===== src/sv/open_addressing_hash_set_assert.svh =====
// Assertion macros for the hash set block.
`ifndef OPEN_ADDRESSING_HASH_SET_ASSERT_SVH
`define OPEN_ADDRESSING_HASH_SET_ASSERT_SVH
`ifndef SYNTH
`define OAHS_ASSERT_IMP(lbl, a, c, msg) \
  lbl: assert property (@(posedge clk) disable iff (rst) (a) |-> (c)) else $error(msg);
`define OAHS_ASSERT_NXT(lbl, a, c, msg) \
  lbl: assert property (@(posedge clk) disable iff (rst) (a) |=> (c)) else $error(msg);
`else
`define OAHS_ASSERT_IMP(lbl, a, c, msg)
`define OAHS_ASSERT_NXT(lbl, a, c, msg)
`endif
`endif


===== src/sv/oahs_pkg.sv =====
package oahs_pkg;
  localparam logic [1:0] OP_INSERT = 2'd0;
  localparam logic [1:0] OP_DELETE = 2'd1;
  localparam logic [1:0] OP_LOOKUP = 2'd2;
  localparam logic [1:0] ST_EMPTY = 2'd0;
  localparam logic [1:0] ST_DELETED = 2'd1;
  localparam logic [1:0] ST_FILLED = 2'd2;
  localparam int KEY_W = 64;
  localparam int LEN_W = 4;

  typedef struct packed {
    logic [1:0] opcode;
    logic [KEY_W-1:0] key;
    logic [LEN_W-1:0] len;
  } cmd_t;
endpackage


===== src/sv/oahs_front.sv =====
// Saturates length, masks unused key bytes, two-entry queue toward the back end.
module oahs_front #(
  parameter int MAX_KEY_BYTES = 8
) (
  input  logic clk,
  input  logic rst,
  input  logic in_valid,
  output logic in_stall,
  input  logic [1:0] opcode,
  input  logic [63:0] key_bytes,
  input  logic [3:0] key_length,
  output logic q_valid,
  input  logic q_take,
  output oahs_pkg::cmd_t q_cmd
);
  oahs_pkg::cmd_t buf0, buf1, cls;
  logic [1:0] cnt;
  logic [3:0] slen;
  logic acc;

  always_comb begin
    slen = (key_length > 4'(MAX_KEY_BYTES)) ? 4'(MAX_KEY_BYTES) : key_length;
    cls.opcode = opcode;
    cls.len = slen;
    for (int b = 0; b < 8; b++) begin
      cls.key[8*b +: 8] = (4'(b) < slen) ? key_bytes[8*b +: 8] : 8'h00;
    end
  end

  assign in_stall = (cnt == 2'd2);
  assign acc = in_valid && !in_stall;
  assign q_valid = (cnt != 2'd0);
  assign q_cmd = buf0;

  always_ff @(posedge clk) begin
    if (rst) begin
      cnt <= 2'd0;
    end else begin
      cnt <= cnt + 2'(acc) - 2'(q_take);
    end
    if (q_take) begin
      buf0 <= buf1;
      if (acc && cnt == 2'd1) buf0 <= cls;
      if (acc && cnt == 2'd2) buf1 <= cls;
    end else if (acc) begin
      if (cnt == 2'd0) buf0 <= cls;
      else buf1 <= cls;
    end
  end
endmodule


===== config.mk =====
export PLATFORM = sky130hd
export DESIGN_NAME = oahs_front
export DESIGN_NICKNAME = d
export VERILOG_FILES = /design/src/sv/open_addressing_hash_set_assert.svh /design/src/sv/oahs_pkg.sv /design/src/sv/oahs_front.sv
export SDC_FILE = /design/constraint.sdc
export NUM_CORES = 1
export LEC_CHECK = 0
export BUFFER_PORTS_ARGS = -buffer_cell sky130_fd_sc_hd__buf_2
export CORE_ASPECT_RATIO = 0.7
export CORE_MARGIN = 1.5
export CORE_UTILIZATION = 45
export CTS_CLUSTER_SIZE = 28
export DETAILED_ROUTE_END_ITERATION = 12
export PLACE_DENSITY = 0.7
export SLEW_MARGIN = 20
export SYNTH_ARGS = -nofsm -noshare
export SYNTH_HDL_FRONTEND = slang
export SYNTH_SLANG_ARGS = --single-unit

===== constraint.sdc =====
create_clock -name clk -period 7.9 [get_ports clk]
set_input_delay 1.185 -clock clk [delete_from_list [all_inputs] [get_ports clk]]
set_output_delay 1.185 -clock clk [all_outputs]
set_load 0.05 [all_outputs]

# Word-level counts from Yosys, hierarchy flattened
# Cells that the tools add are included.
[word_totals]
ff_bits = 142
latchBits = 0
elab_cells = 49
mem_bits_rw = 0
inputBits = 74
out_inout_bits = 72
n_memories = 0
mem_bits_ro = 0
[op_classes]
n_mux = 17
n_div = 0
shift = 0
bitwise_logic = 0
n_eq_ne = 4
n_addsub = 2
multipliers = 0
n_lt_le_gt_ge = 9
n_reduce_logical = 10
[ops]
columns = ["op", "n"]
rows = [
  ["2-to-1 mux 70 bit", 8],
  ["2-to-1 mux 8 bit", 8],
  ["less-than comparator 3 x 4 -> 1 bit, first input constant", 4],
  ["less-than comparator 1 x 4 -> 1 bit, first input constant", 2],
  ["less-than comparator 2 x 4 -> 1 bit, first input constant", 2],
  ["nonzero test 2 bit", 3],
  ["greater-than comparator 4 bit, second input constant", 1],
  ["2-to-1 mux 4 bit", 1],
  ["logical AND 1 bit", 3],
  ["AND reduction 3 bit", 1],
  ["adder 2 x 1 -> 2 bit", 1],
  ["== test 2 x 1 -> 1 bit, second input constant", 1],
  ["== test 2 bit, second input constant", 1],
  ["logical NOT 2 bit", 1],
  ["inequality test 2 x 1 -> 1 bit, second input constant", 1],
  ["inequality test 2 bit, second input constant", 1],
  ["AND reduction 2 bit", 1],
  ["subtractor 2 x 1 -> 2 bit", 1],
  ["logical NOT 1 bit", 1],
]

# Depth between registers and ports, before layout
# Gate-level depths: netlist of run 1.
[logic_depth]
depth_word = 7
ltp_mapped = 7
mapped_depth_nobuf = 7

# Least setup slack after synthesis of run 1
# Ideal clock, no wire load.
[synth_path]
path_kind = "input to register"
start = "in in_valid"
end = "reg buf1[0] in the netlist's numbering, enable pin"
t_required_ps = 7315
arrival_time_ps = 6233
cell_stages = 3
setup_ps = 585
path_buffers = 0
path_slack_ps = 1082
cell_sequence = "nand2b_1 > ha_1 > nor3_1"
[synth_between]
elab_chain_cells = 4
elab_cells_between_ends = 5
cone_classes = "eq/ne (1); reduce/logical (4)"
[synth_lines]
columns = ["item", "line", "source"]
rows = [
  ["start, declared", "oahs_front.sv:7", "input logic in_valid,"],
  ["logical AND 1 bit (*)", "oahs_front.sv:31", "assign acc = in_valid && !in_stall;"],
  ["logical AND 1 bit", "oahs_front.sv:44", "if (acc && cnt == 2'd2) buf1 <= cls;"],
  ["inequality test 2 x 1 -> 1 bit (no source line)", "n/a", ""],
  ["AND reduction 3 bit (no source line) (*)", "n/a", ""],
  ["end signal, assigned", "oahs_front.sv:44", ""],
  ["end signal, assigned", "oahs_front.sv:47", "else buf1 <= cls;"],
  ["end, declared", "oahs_front.sv:16", "oahs_pkg::cmd_t buf0, buf1, cls;"],
]
# Mark *: on every way between the ends. The rest lies on a longest branch, timed or not.
# A chain may end at the register's enable or synchronous reset.

# Final worst setup path of run 1
[layout_path]
start = "in q_take"
end = "reg buf1[38] in the netlist's numbering, enable pin"
[layout_between]
elab_chain_cells = 2
elab_cells_between_ends = 4
cone_classes = "eq/ne (2); reduce/logical (2)"
[layout_lines]
columns = ["item", "line", "source"]
rows = [
  ["start, declared", "oahs_front.sv:13", "input logic q_take,"],
  ["inequality test 2 x 1 -> 1 bit (no source line), or another cell as far along", "n/a", ""],
  ["AND reduction 3 bit (no source line) (*)", "n/a", ""],
]
# Marks and branches as above.

==> metrics.cfg, run 1 <==
[timing]
slew_violations=0
relSlewSlack_pct=35.3
setup_violations=0
hold_violations=0
setup_slack_ns=5.27
period_share_pct=33.3
fin_skew_ns=0.00592
setup_tns_ns=0
min_period_ns=2.63
tightestPinTransition_ns=0.970
max_clock_freq_mhz=380
rsz0062_at_grt=false

[cells_and_area]
post-route-util_pct=58.4
finalNetCount=547
fillers=983
syn_to_final_growth_pct=27.0
antenna_cells=0
drive_gt1_share_pct=52.9

[yosys]
syn-num-nets=391
yosys.area_share.simple_pct=9.07
synth-adder-area-share_pct=0.659
ys_seq_area_share_pct=74.5
synth_ff_type=edfxtp_1
syn_area_mm2=0.00570
synth_seq_cells=142
synth_top_family_by_area=multiplexers
syn_area_per_cell_um2=18.1
synth_cells=314
yosys_warnings=0
async_flop_share_pct=0
synth_compound_area_share_pct=0.593
synth.distinct_cells=26
synth.area.mux_share_pct=13.8
synth-edff-count=140
synth_xor_area_share_pct=0.154

[drt]
vias=3175
dr.pass1.iters=4
drc=0
drt_iter0_drc=166
vias_per_cell=4.93
wirelength_um=10800
ant_nets=0
post_drt_wl_per_cell_um=16.7

[clocking]
cts-root-buf=clkbuf_16
numCtsBuffers=17
clkSinkCount=142
htreeDepth=4
holdBufCountCts=0
cts_tree=built
clk_path_buf_depth=2
clkTransAtPathRegs_ns=0.06
ctsResizeCount=0
postCtsSetupBuffers=0
clkLatencyLatePin_ns=0.40

[worst_setup_path]
cp.depth=5
worst-path-buf-inv=3
worst_setup_path_start_kind=input port
r2r_slack_ns=5.63
crit_arrival_ns=2.65
required_ns=7.92
worst_setup_path_end_kind=flip-flop
crit_fanout=70
max_stage_delay_ns=0.76
path_cells=buf_2 -> inv_1 -> ha_1 -> nor3_2 -> buf_4
crit_type=input port to flip-flop
cp_top_family=buffers and inverters
cp_slowest_cell=buf_4
worstRegToRegCells=5

[job]
cap_violations=0

[floorplanning]
die_height_um=97.1
start_util_pct=46.0
coreArea_mm2=0.0124
die_x_um=137
rows=34
die_area_mm2=0.0134
ios=146

[placement]
routabilityCongestion=0.747
dpl.hpwl_um=6760
portBuffers=145
post-place-ws_ns=4.84

[pwr]
p_int_mw=1.65
p_total_mw=2.40
power.share.sequential_pct=42.6
combPwrFrac_pct=22.8
power_frac_clock_pct=34.6
power_density_mw_per_mm2=332
ir_drop_v=0.000159
p_sw_mw=0.750
netSwitchingFraction_pct=31.3
leakagePower_nw=2.84

[global_route]
grt_use_total_pct=16.7
grt_pass1_wl_um=16800
global_route.overflow_total=0
grt_pass1_vias=3281
grt_max_degree=71
antenna_found_initial=0

[min_path]
hold_depth=1
hold_path_class=flip-flop to flip-flop

[status]
status=completed

[cell usage after synthesis, types with 3 or more instances]
cell | number | share of area, %
mux2_2 | 70 | 14
nor2b_1 | 43 | 4.7
edfxtp_1 | 140 | 74
and3_1 | 8 | 0.88
and2_1 | 17 | 1.9
buf_2 | 7 | 0.62
ha_1 | 3 | 0.66
[kinds of logic after synthesis]
family | Yosys count
and+or+nand+nor | 80
muxes | 70
xor gates and xnor gates | 1
AOI/OAI and AO/OA | 5
DFF | 142
adders and majority gates | 3
buffers and inverters | 13
[layout by cell type, fill, tap and decap left out, types with 2 or more instances in the layout]
master      count
and2_1         17
and2b_1         2
and3_1          8
buf_2         145
buf_4           3
bufinv_16       4
clkbuf_16      17
clkinv_2        2
clkinvlp_4      3
dfxtp_1         2
edfxtp_1      140
ha_1            3
inv_1           2
inv_6           3
mux2_2         70
nor2_1          2
nor2b_1        43
nor3_2          2
[metrics by stage]
step                      hold slack (ns)  cells  instance area (µm²)
final                               0.547    644                 7230
after global routing                0.553    644                 7230
after CTS                           0.550    644                 7230
after detailed placement            0.535    613                 6620
after global placement              0.529    613                 6620
after floorplan                     0.501    314                 5700
[power groups by stage]
| stage | clock network (mW) | logic (mW) | registers (mW) |
|---|---|---|---|
| floorplan | 0 | 0.149 | 1.31 |
| global placement | 0 | 0.543 | 1.03 |
| detailed placement | 0 | 0.550 | 1.04 |
| CTS | 0.848 | 0.552 | 1.02 |
| global route | 0.884 | 0.574 | 1.03 |
| finish | 0.831 | 0.546 | 1.02 |
[worst register-to-register path, stage by stage, from the launching register on]
cell and delay, ns:
dfxtp_1 0.36, nor2b_1 0.16, nand2b_1 0.17, ha_1 0.24
nor3_2 0.18, buf_4 0.76
[final timing paths]
path	from	end
worst min register to register	buf1[1]	q_cmd[1]
worst max register to register	cnt[1]	buf1[38]
worst max-delay path	q_take	buf1[38]
worst min-delay path	buf1[1]	q_cmd[1]
[cell type report]
type | count | area [µm²] | area share [%]
clock buffers | 18 | 429 | 5.93
clock inverters | 13 | 188 | 2.60
inverters | 2 | 7.51 | 0.104
multi-input cells | 159 | 1410 | 19.5
flip-flops and latches | 142 | 4240 | 58.7
well taps | 162 | 203 | 2.80
repair buffers | 148 | 748 | 10.3
[flip-flops by register name (all words and copies together), names as in the netlist]
signal	count
q_cmd	70
cnt	2
buf1	70
[routing by layer]
layer | global-route usage, % | share of wire, % | up-vias
li1 | - | - | 1493
met1 | 23.8 | 48 | 1563
met2 | 24.8 | 44 | 109
met3 | 4.90 | 7.0 | 10
met4 | 5.10 | 0.81 | 0
met5 | 0 | 0 | -
Power figures use the tool's default switching activity.
==> inputs of run 2 (changes only) <==
- PLACE_DENSITY: 0.7 -> 0.72
- clock period: 7.9 -> 2.35 ns (I/O delays scaled with it)
==> metrics.cfg, run 2 (synthesis results as in run 1) <==
[drt]
vias_per_cell=5.00  ; was 4.93
post_drt_wl_per_cell_um=17.2  ; was 16.7 µm
vias=3258  ; was 3175
drc=0  ; unchanged
ant_nets=0  ; unchanged
dr.pass1.iters=4  ; unchanged
wirelength_um=11200  ; was 10800 µm
drt_iter0_drc=154  ; was 166

[floorplanning]
rows=34  ; unchanged
ios=146  ; unchanged
die_height_um=97.1  ; unchanged
die_area_mm2=0.0134  ; unchanged
die_x_um=137  ; unchanged
start_util_pct=46.0  ; unchanged
coreArea_mm2=0.0124  ; unchanged

[cells_and_area]
finalNonFillerCells=651  ; was 644
syn_to_final_growth_pct=29.1  ; was 27.0%
fillers=973  ; was 983
final_common_cell=buf_2  ; unchanged
finalNetCount=553  ; was 547
drive_gt1_share_pct=54.6  ; was 52.9%
antenna_cells=0  ; unchanged
finalInstanceArea_mm2=0.00735  ; was 0.00723 mm²
final_cell_mix=buf_2 (145), edfxtp_1 (140), mux2_2 (70), nor2b_1 (42)  ; was buf_2 (145), edfxtp_1 (140), mux2_2 (70), nor2b_1 (43)

[pwr]
leakagePower_nw=2.89  ; was 2.84 nW
power.share.sequential_pct=42.0  ; was 42.6%
netSwitchingFraction_pct=31.5  ; was 31.3%
ir_drop_v=0.000874  ; was 0.000159 V
combPwrFrac_pct=23.4  ; was 22.8%
p_sw_mw=2.57  ; was 0.750 mW
power_density_mw_per_mm2=1110  ; was 332 mW/mm²
power_frac_clock_pct=34.6  ; about the same
p_int_mw=5.58  ; was 1.65 mW
p_total_mw=8.15  ; was 2.40 mW

[timing]
fin_skew_ns=0.00722  ; was 0.00592 ns
hold_violations=0  ; unchanged
relSlewSlack_pct=61.8  ; was 35.3%
tightestPinTransition_ns=0.572  ; was 0.970 ns
min_period_ns=1.71
period_share_pct=72.9
setup_violations=0  ; unchanged
setup_tns_ns=0  ; unchanged
slew_violations=0  ; unchanged
max_clock_freq_mhz=584
whs_ns=0.111  ; was 0.547 ns
rsz0062_at_grt=false  ; unchanged

[worst_setup_path]
crit_arrival_ns=1.79  ; was 2.65 ns
r2r_slack_ns=0.64  ; was 5.63 ns
worst_setup_path_start_kind=flip-flop  ; was input port
crit_fanout=51  ; was 70
required_ns=2.43  ; was 7.92 ns
worstRegToRegCells=5  ; unchanged
crit_type=flip-flop to flip-flop  ; was input port to flip-flop
worst_setup_path_end_kind=flip-flop  ; unchanged

[clocking]
htreeDepth=4  ; unchanged
ctsResizeCount=0  ; unchanged
cts_tree=built  ; unchanged
cts-root-buf=clkbuf_16  ; unchanged
numCtsBuffers=17  ; unchanged
clkLatencyLatePin_ns=0.41  ; was 0.40 ns
postCtsSetupBuffers=0  ; unchanged
clk_path_buf_depth=2  ; unchanged
clkTransAtPathRegs_ns=0.06  ; about the same
holdBufCountCts=0  ; unchanged
clkSinkCount=142  ; unchanged

[global_route]
antenna_found_initial=0  ; unchanged
global_route.overflow_total=0  ; unchanged
grt_use_total_pct=17.9  ; was 16.7%
grt_pass1_wl_um=17800  ; was 16800 µm
grt_pass1_vias=3417  ; was 3281
grt_max_degree=53  ; was 71

[job]
cap_violations=0  ; unchanged

[placement]
place_inst=619  ; was 613
routabilityCongestion=0.742  ; was 0.747
portBuffers=145  ; unchanged
dpl.hpwl_um=7210  ; was 6760 µm
placed_area_mm2=0.00673  ; was 0.00662 mm²

[min_path]
hold_depth=2  ; was 1
hold_path_class=input port to flip-flop  ; was flip-flop to flip-flop

[status]
status=completed  ; unchanged

-- run 2: cell types whose count changed in the layout (fill, tap and decap cells not counted), moves of 2 or more --
| cell | before | now |
|---|---|---|
| buf_12 | 0 | 3 |
| buf_4 | 3 | 6 |
| dfxtp_2 | 0 | 2 |
| dfxtp_1 | 2 | 0 |
-- run 2: final timing paths --
| path | to | from |
|---|---|---|
| worst max register to register | buf1[52] | cnt[1] |
| worst min register to register | q_cmd[2] | buf1[2] |
| worst max-delay path | buf1[52] | cnt[1] |
| worst min-delay path | cnt[0] | rst |
-- run 2: area by class of cell --
cell class	count	area, µm²	share of cell area (%)
Multi-Input combinational cell	159	1450	19.7
Tap cell	162	203	2.76
Timing Repair Buffer	154	831	11.3
Clock inverter	14	191	2.60
Clock buffer	18	429	5.84
Inverter	2	7.51	0.102
Sequential cell	142	4250	57.7
-- run 2: through the flow --
step	setup slack, ns	utilization (%)
after detailed placement	0.496	54.4
final	0.637	59.4
after floorplan	-0.621	-
after global routing	0.563	59.4
after global placement	0.504	54.4
after CTS	0.627	59.4
-- run 2: metal layers --
metal	wire [µm]	vias up	global-route usage [%]
li1	-	1513	-
met1	5220	1617	25.3
met2	5090	118	26.6
met3	841	10	6.26
met4	80	0	4.37
met5	0	-	0
-- run 2: power groups by stage --
stage          clock network (mW)  logic (mW)  registers [mW]
2_1_floorplan                   0       0.530            4.37
3_3_place_gp                    0        1.90            3.47
5_1_grt                      2.98        2.01            3.47
6_report                     2.82        1.91            3.43
4_1_cts                      2.88        1.93            3.43
3_5_place_dp                    0        1.93            3.48
-- run 2: worst max-delay path, stage by stage (launching register included) --
cell and delay [ns]:
dfxtp_2 0.35, nor2b_4 0.13, nand2b_4 0.15, ha_4 0.18, nor3_4 0.23, buf_12 0.30
